## src/design/olid_pkg.sv

```systemverilog
package olid_pkg;

	localparam int OLID_CAPACITY = 16;
	localparam int VALUE_W       = 32;
	localparam int COUNT_OUT_W   = 5;

	typedef enum logic {
		OP_INSERT = 1'b0,
		OP_DELETE = 1'b1
	} op_t;

	typedef enum logic [1:0] {
		ST_DONE      = 2'd0,
		ST_FULL      = 2'd1,
		ST_EMPTY     = 2'd2,
		ST_NOT_FOUND = 2'd3
	} status_t;

	typedef struct packed {
		op_t                       op;
		logic signed [VALUE_W-1:0] value;
	} req_t;

	typedef struct packed {
		status_t                  status;
		logic [COUNT_OUT_W-1:0]   entry_count;
	} rsp_t;

endpackage

```

## src/design/olid_mem.sv

```systemverilog
module olid_mem
	import olid_pkg::*;
#(
	parameter int CAPACITY = OLID_CAPACITY,
	localparam int IDX_W   = $clog2(CAPACITY)
) (
	input  logic                      clk,
	input  logic                      we,
	input  logic [IDX_W-1:0]          waddr,
	input  logic signed [VALUE_W-1:0] wdata,
	input  logic [IDX_W-1:0]          raddr,
	output logic signed [VALUE_W-1:0] rdata
);

	logic signed [VALUE_W-1:0] mem [CAPACITY];
	logic signed [VALUE_W-1:0] rdata_q;

	always_ff @(posedge clk) begin
		if (we) begin
			mem[waddr] <= wdata;
		end
	end

	// raddr may point past the last entry on a trailing prefetch; that data is never used
	always_ff @(posedge clk) begin
		rdata_q <= mem[raddr];
	end

	assign rdata = rdata_q;

endmodule

```

## config.mk

```make
export PLATFORM = sky130hd
export DESIGN_NAME = olid_mem
export DESIGN_NICKNAME = d
export VERILOG_FILES = /design/src/design/olid_pkg.sv /design/src/design/olid_mem.sv
export SDC_FILE = /design/constraint.sdc
export NUM_CORES = 1
export LEC_CHECK = 0
export ABC_AREA = 1
export BUFFER_PORTS_ARGS = -buffer_cell sky130_fd_sc_hd__buf_2
export CAP_MARGIN = 10
export CORE_MARGIN = 2
export CORE_UTILIZATION = 44
export CTS_CLUSTER_SIZE = 28
export DETAILED_ROUTE_END_ITERATION = 7
export PLACE_DENSITY = 0.57
export SYNTH_ARGS = -nofsm -noshare
export SYNTH_HDL_FRONTEND = slang
export SYNTH_SLANG_ARGS = --single-unit
```

## constraint.sdc

```tcl
create_clock -name clk -period 2.66 [get_ports clk]
set_input_delay 0.266 -clock clk [delete_from_list [all_inputs] [get_ports clk]]
set_output_delay 0.266 -clock clk [all_outputs]
set_load 0.05 [all_outputs]
```

# After elaboration in Yosys (flattened, before gate mapping)
# Memories as Yosys holds them, arrays and structs flattened. A register that Yosys moved wholly into a read port is not among the register bits.
# Cells that the tools add are included.
# totals
input_bits	42
ram_bits	512
regBits	0
output_inout_bits	32
wordCells	3
n_memories	1
# op_classes
mux	2
# memory_table
memory	depth	width	rd	rd_ports_with_merged_regs	wr	line	source
mem	16	32	1	1	1	olid_mem.sv:15	logic signed [VALUE_W-1:0] mem [CAPACITY];
# ops
operator	n
two-way mux 1 bit	2

# Longest topological paths before layout
# Gate-level depths: netlist of the first run.
# logic_depth
depth_word	2
mapped_depth	10
ltp_nobuf	7

# Worst setup path after synthesis of the first run
# Ideal clock, no wire load.
# synth_timing
path_kind	input-to-reg
start	in waddr[2]
end	mem mem[10][0], enable pin
slack_ns	0.401
setup_ns	0.421
arrival_time_ns	1.838
required_ns	2.239
path_buffers	0
path_stages	2
cell_sequence	nand3b_1 -> nor2_1
# synth_lines
item	line	source
start, declared	olid_mem.sv:9	input logic [IDX_W-1:0] waddr,
end, declared	olid_mem.sv:15	
# Straight into the memory's write port.

# Worst setup path in the final report of the first run
# layout_timing
start	reg rdata_q[20], in the netlist rdata[20] (read register of mem)
end	out rdata[20]
# layout_lines
item	line	source
start, declared	olid_mem.sv:16	logic signed [VALUE_W-1:0] rdata_q;
end, declared	olid_mem.sv:12	output logic signed [VALUE_W-1:0] rdata
# No word-level cell between the ends.

==> tab_implementation.tex, run 1 <==
\begin{tabular}{lr}
\hline
Metric & Value \\
\hline
\multicolumn{2}{l}{\textbf{Outcome}} \\
\quad Status & complete, no violations \\
\multicolumn{2}{l}{\textbf{Setup path}} \\
\quad Slowest CP cell & dfxtp\_1 \\
\quad Start-to-end type of the worst setup path & register to output port \\
\quad Worst path max stage delay & 0.38 ns \\
\quad Kind of cell adding the most delay to the critical path & flip-flops \\
\quad Largest driver fanout on the critical path & 1 \\
\quad Worst endpoint data arrival time & $\sim$1.3 ns \\
\quad Critical path, cell by cell & buf\_2 \\
\quad CP Data Required Time & 2.39 ns \\
\quad Startpoint Class & register \\
\quad Worst path bufs/invs & 1 \\
\quad Type of element capturing the critical path & output port \\
\multicolumn{2}{l}{\textbf{Final layout}} \\
\quad Layout overhead on the synthesized area & 13.42\% \\
\quad Core occupancy in the finished layout & 50.36\% \\
\quad Most frequent cells in the layout & 677 x nand2\_1, 512 x edfxtp\_1, 386 x inv\_1, 385 x nand3\_1, 71 x buf\_2 \\
\quad Sequential cell area & 16020 um2 \\
\quad Multi-input gate area & 4667 um2 \\
\quad Most common cell after layout, fill and taps aside & nand2\_1 \\
\quad Filler Cells Inserted & approximately 4500 \\
\quad Number of nets at the end of the flow & between 2000 and 2500 \\
\quad Layout cells sized above 1 & 9.558\% \\
\quad Final Instance Count excl. Fillers & approximately 2900 \\
\multicolumn{2}{l}{\textbf{Detailed routing}} \\
\quad First DRT Iteration DRCs & about 1300 \\
\quad Average wire per standard cell & around 19 um \\
\quad Final routed wirelength across all metal layers & about 55 mm \\
\quad Number of routed nets with antenna violations & 0 \\
\quad DRC violation count after routing & 0 \\
\quad Detailed-route vias per instance & between 4 and 5 \\
\quad Via count & 14518 \\
\quad Number of optimization iterations in the first detailed-route pass & 5 \\
\multicolumn{2}{l}{\textbf{Floorplan}} \\
\quad \# IOs & 74 \\
\quad Y dimension of the die & 231.3 um \\
\quad Effective utilization at floorplan & between 40 and 50\% \\
\quad Core Region & 51200 um2 \\
\quad DIE AREA & about 53000 um2 \\
\quad Floorplan die width & between 200 and 250 um \\
\quad Number of standard-cell rows in the floorplan & 83 \\
\multicolumn{2}{l}{\textbf{STA}} \\
\quad Max Fclk & 0.6380 GHz \\
\quad Fraction of the cycle the final worst path needs & 58.93\% \\
\quad Final-report setup violation count & 0 \\
\quad Max Slew Vio Count & 0 \\
\quad Unrepaired setup endpoints after global routing & no \\
\quad Sum Neg Setup Slack & 0 ns \\
\quad Worst slew slack as a fraction of its limit & between 30\% and 40\% \\
\quad Least-Margin Pin Slew & just under 1 ns \\
\quad Clk\_skew & about 0.012 ns \\
\quad Final Hold Fails & 0 \\
\quad Final min period & around 1.6 ns \\
\multicolumn{2}{l}{\textbf{Power}} \\
\quad Part of the power in the clock network & about 41\% \\
\quad Proportion of total power due to net switching & 23.08\% \\
\quad LEAKAGE & 0.01094 uW \\
\quad Internal power contribution & 14390 uW \\
\quad Maximum ir drop on the vdd rail & around 500 uV \\
\quad Reg power frac & about half \\
\quad Sw Pwr & $\sim$4300 uW \\
\quad Power Density & 725.5 nW/um2 \\
\quad Proportion of power drawn by combinational gates & about 7.1\% \\
\multicolumn{2}{l}{\textbf{Clock network}} \\
\quad Clock tree from TritonCTS & yes \\
\quad Clock net sink count & approximately 540 \\
\quad Clock latency on the worst-skew pair & around 0.62 ns \\
\quad Number of H-tree branching levels & 2 \\
\quad CTS buffer count & 57 \\
\quad Clock transition time at the flip-flop clock pins of the worst setup and hold paths & roughly 0.06 ns \\
\quad Root buf cell & clkbuf\_16 \\
\quad Clock buffer depth & 3 \\
\multicolumn{2}{l}{\textbf{GRT}} \\
\quad Maximum number of pins on one net before global-route repair & approximately 130 \\
\quad All-Layer GR Usage & about a fifth \\
\quad Via count of the first global-routing pass & between 10000 and 15000 \\
\quad Antenna violations before repair & 5 \\
\quad Global-route wire length before repair & about 85 mm \\
\quad Grt ovf & 0 \\
\multicolumn{2}{l}{\textbf{Synth}} \\
\quad Count of mapped cells out of synthesis & roughly 2100 \\
\quad Yosys Warn Count & 0 \\
\quad Post-synthesis instance area & between 20000 and 25000 um2 \\
\quad Sequential fraction of the synthesis area & between 70 and 80\% \\
\quad Number of synthesized register bits & approximately 540 \\
\quad Avg Cell Area, Syn & around 11 um2 \\
\quad Number of library cell types mapped by synthesis & 15 \\
\quad Net count after synthesis & about 2200 \\
\multicolumn{2}{l}{\textbf{Worst hold path}} \\
\quad Type of the most critical hold path & primary input to register \\
\multicolumn{2}{l}{\textbf{Place}} \\
\quad Buffers added on ports & 73 \\
\quad Final weighted congestion in routability-driven placement & 0.8078 \\
\quad Cell Count Post-Placement & roughly 2800 \\
\quad Hpwl dp & around 30 mm \\
\multicolumn{2}{l}{\textbf{Run}} \\
\quad Number of max-capacitance violations reported & 0 \\
\hline
\end{tabular}
## power by group through the flow
stage	Clock, uW	Combinational (uW)	Sequential, uW
global placement	0	1330	9820
finish	7740	1330	9640
CTS	7900	1340	9650
floorplan	0	653	10000
detailed placement	0	1330	9820
global route	8190	1460	9660
## stage by stage
| stage | hold WS [ns] | cell area, um2 | setup slack [ns] | total power (uW) |
|---|---|---|---|---|
| after floorplan | 0.3649 | 22730 | 0.4013 | 10660 |
| after global placement | 0.6363 | 23940 | 0.5767 | 11150 |
| after detailed placement | 0.6358 | 23940 | 0.5605 | 11160 |
| after CTS | 0.0008278 | 25770 | 1.066 | 18880 |
| after global routing | 0.03459 | 25770 | 1.063 | 19310 |
| final | 0.04327 | 25780 | 1.093 | 18700 |
## path summary, 6_finish.rpt
kind	startpoint	end	slack, ns	cells past startpoint
hold / removal	wdata[2]	mem[4][2]	0.04	1
setup reg to reg	mem[15][15]	rdata[15]	1.52	6
setup / recovery	rdata[20]	rdata[20]	1.09	1
hold reg to reg	mem[10][0]	rdata[0]	0.65	6
## flip-flops by register name, summed over array words and instances (netlist names)
| name | count |
|---|---|
| mem | 512 |
| rdata | 32 |
## kinds of logic after synthesis
kind of cell | Yosys count | share of synthesized area, %
buf+inv | 495 | 9.539
simple gates | 1081 | 20.00
flops | 544 | 70.46
## layout make-up
cell class	count	area share (%)
Antenna cell	3	0.02912
Clock buffer	86	6.227
Clock inverter	22	0.8590
Inverter	390	5.717
Multi-Input combinational cell	1081	18.10
Sequential cell	544	62.12
Tap cell	680	3.300
Timing Repair Buffer	116	3.645
## Yosys cell counts, drive strengths merged
cell type | number | share of area (%)
nand2 | 677 | 11
edfxtp | 512 | 68
inv | 390 | 6.5
nand3 | 385 | 8.5
buf | 91 | 2.9
dfxtp | 32 | 2.8
nor2 | 17 | 0.28
clkbuf | 14 | 0.23
nand3b | 2 | 0.066
## repair_timing
item                      4_1_cts  5_1_grt
hold endpoints to repair        2        0
setup buffers                   0        0
resized for setup               0        0
hold buffers                    1        0
## per-layer routing
metal / share of wire [%] / global-route usage [%] / up-vias / wire [um]
li1: - / - / 7000 / -
met1: 45 / 28.97 / 7021 / 24620
met2: 47 / 33.57 / 404 / 25420
met3: 5.9 / 3.285 / 89 / 3225
met4: 2.5 / 6.714 / 4 / 1349
met5: 0.048 / 0 / - / 26
Note: power is estimated with default switching activity, not from simulation.
==> inputs of run 2 (changes only) <==
--- a/config.mk
+++ b/config.mk
@@ -12,7 +12,7 @@
 export CORE_UTILIZATION = 44
 export CTS_CLUSTER_SIZE = 28
 export DETAILED_ROUTE_END_ITERATION = 7
-export PLACE_DENSITY = 0.57
+export PLACE_DENSITY = 0.59
 export SYNTH_ARGS = -nofsm -noshare
 export SYNTH_HDL_FRONTEND = slang
 export SYNTH_SLANG_ARGS = --single-unit
==> constraint.sdc (replaced) <==
create_clock -name clk -period 1.3 [get_ports clk]
set_input_delay 0.13 -clock clk [delete_from_list [all_inputs] [get_ports clk]]
set_output_delay 0.13 -clock clk [all_outputs]
set_load 0.05 [all_outputs]
==> tab_implementation.tex, run 2 (same netlist as run 1, synthesis figures left out) <==
\begin{tabular}{lr}
\hline
Metric & Value \\
\hline
\multicolumn{2}{l}{\textbf{Clock network}} \\
\quad Clock net sink count & 544 \\
\quad Clock transition time at the flip-flop clock pins of the worst setup and hold paths & 0.06 ns \\
\quad Clock tree from TritonCTS & yes \\
\quad CTS buffer count & 57 \\
\quad Number of H-tree branching levels & 2 \\
\quad Number of buffers inserted to repair setup after CTS & 0 \\
\quad Clock buffer depth & 3 \\
\quad Clock latency on the worst-skew pair & 0.62 ns \\
\quad Root buf cell & clkbuf\_16 \\
\multicolumn{2}{l}{\textbf{Power}} \\
\quad Maximum ir drop on the vdd rail & 1046 uV \\
\quad Power Density & 1407 nW/um2 \\
\quad LEAKAGE & approximately 0.012 uW \\
\multicolumn{2}{l}{\textbf{Setup path}} \\
\quad Worst path max stage delay & 0.37 ns \\
\quad Critical path, cell by cell & buf\_8 \\
\quad Largest driver fanout on the critical path & 1 \\
\quad Type of element capturing the critical path & output port \\
\quad Worst endpoint data arrival time & 1.14 ns \\
\quad Startpoint Class & register \\
\quad Start-to-end type of the worst setup path & register to output port \\
\quad Slowest CP cell & dfxtp\_2 \\
\quad CP Data Required Time & about 1.2 ns \\
\quad Worst path bufs/invs & 1 \\
\quad Kind of cell adding the most delay to the critical path & flip-flops \\
\multicolumn{2}{l}{\textbf{Floorplan}} \\
\quad Core Region & 51200 um2 \\
\quad Y dimension of the die & between 200 and 250 um \\
\quad \# IOs & between 70 and 80 \\
\quad DIE AREA & between 50000 and 60000 um2 \\
\quad Effective utilization at floorplan & $\sim$44\% \\
\quad Number of standard-cell rows in the floorplan & 83 \\
\quad Floorplan die width & about 230 um \\
\multicolumn{2}{l}{\textbf{Final layout}} \\
\quad Final Instance Count excl. Fillers & around 3000 \\
\quad Most common cell after layout, fill and taps aside & nand2\_1 \\
\quad Layout cells sized above 1 & between 10 and 15\% \\
\quad Antenna fix cells & 0 \\
\quad Top reg by flops & mem \\
\quad Number of nets at the end of the flow & 2312 \\
\quad Layout overhead on the synthesized area & 19.79\% \\
\quad Flip-flop count of the largest register after layout & around 510 \\
\quad Core occupancy in the finished layout & between 50\% and 60\% \\
\quad Most frequent cells in the layout & 673 x nand2\_1, 512 x edfxtp\_1, 386 x inv\_1, 384 x nand3\_1, 71 x buf\_12 \\
\multicolumn{2}{l}{\textbf{STA}} \\
\quad Final-report setup violation count & 0 \\
\quad Max Slew Vio Count & 0 \\
\quad Max Fclk & roughly 0.79 GHz \\
\quad Worst slew slack as a fraction of its limit & between 70\% and 80\% \\
\quad Fraction of the cycle the final worst path needs & $\sim$98\% \\
\quad Clk\_skew & 0.01753 ns \\
\quad Final Hold Fails & 0 \\
\quad Least-Margin Pin Slew & around 0.42 ns \\
\quad Final min period & around 1.3 ns \\
\quad Unrepaired setup endpoints after global routing & no \\
\multicolumn{2}{l}{\textbf{Place}} \\
\quad Final weighted congestion in routability-driven placement & about 0.80 \\
\quad Buffers added on ports & between 70 and 80 \\
\quad Cell Count Post-Placement & between 2000 and 3000 \\
\quad Hpwl dp & 33.34 mm \\
\multicolumn{2}{l}{\textbf{Worst hold path}} \\
\quad Type of the most critical hold path & primary input to register \\
\multicolumn{2}{l}{\textbf{Detailed routing}} \\
\quad Via count & approximately 15000 \\
\quad Final routed wirelength across all metal layers & approximately 55 mm \\
\quad Detailed-route vias per instance & 4.930 \\
\quad Number of routed nets with antenna violations & 0 \\
\quad First DRT Iteration DRCs & roughly 960 \\
\quad Number of optimization iterations in the first detailed-route pass & 5 \\
\quad Average wire per standard cell & 18.25 um \\
\quad DRC violation count after routing & 0 \\
\multicolumn{2}{l}{\textbf{GRT}} \\
\quad Global routing met2 resource utilization & a little over a third \\
\quad Maximum number of pins on one net before global-route repair & 50 \\
\quad Antenna violations before repair & 0 \\
\quad Global-route wire length before repair & approximately 85 mm \\
\quad Met3 Usage GRT & 2.584\% \\
\quad Via count of the first global-routing pass & roughly 15000 \\
\quad Grt ovf & 0 \\
\quad GR peak layer & met2 \\
\quad Met1 track utilization from global routing & approximately 27\% \\
\quad All-Layer GR Usage & a little over a fifth \\
\multicolumn{2}{l}{\textbf{Run}} \\
\quad Number of max-capacitance violations reported & 0 \\
\multicolumn{2}{l}{\textbf{Outcome}} \\
\quad Status & complete, no violations \\
\hline
\end{tabular}
run 2: cell types whose count changed in the layout (fill, tap and decap cells not counted), sizes merged:
cell	delta
dlygate4sd3	+32
diode	-3
clkbuf	-15
clkinvlp	+2
bufinv	-1
inv	+1
buf	+48
clkinv	+12
run 2: area by class of cell:
type / count / area [um2]
clock inverters: 36 / 257.7
well taps: 680 / 850.8
repair buffers: 196 / 2426
clock buffers: 71 / 1500
fillers: 4383 / 23970
flip-flops and latches: 544 / 16030
multi-input cells: 1081 / 4690
inverters: 390 / 1471
run 2: what timing repair did:
item	4_1_cts	5_1_grt
hold endpoints to repair	513	0
hold buffers	33	0
pin swaps	0	0
setup endpoints to repair	32	2
gates resized for setup	62	2
run 2: per-stage QoR:
stage	instance area (um2)	hold WS, ns	setup WS (ns)	power (uW)	setup TNS (ns)
after floorplan	22870	0.2289	-0.1666	21840	-42.64
after global placement	24970	0.5192	-0.04685	23040	-1.423
after detailed placement	24970	0.5235	-0.04685	23080	-3.642
after CTS	27220	0.08008	0.0009278	38660	0
after global routing	27230	0.1234	0.0006000	39620	0
final	27230	0.09952	0.02846	38300	0
run 2: worst paths after layout:
kind	end	depth (start not counted)	start	slack (ns)
worst max-delay path	rdata[14]	1	rdata[14]	0.03
worst min-delay path	rdata[29]	5	raddr[2]	0.1
worst min register to register	rdata[15]	6	mem[10][15]	0.66
worst max register to register	rdata[31]	6	mem[8][31]	0.27
run 2: per-layer routing:
layer / routed length [um] / up-vias
met4: 1416 / 0
met1: 23550 / 7163
met5: 0 / -
met3: 2487 / 95
met2: 27250 / 366
li1: - / 7156
run 2: where the power goes:
group	switching, uW	internal [uW]
clock network	6800	8610
registers	134	19600
logic	2070	1080
total	9000	29300
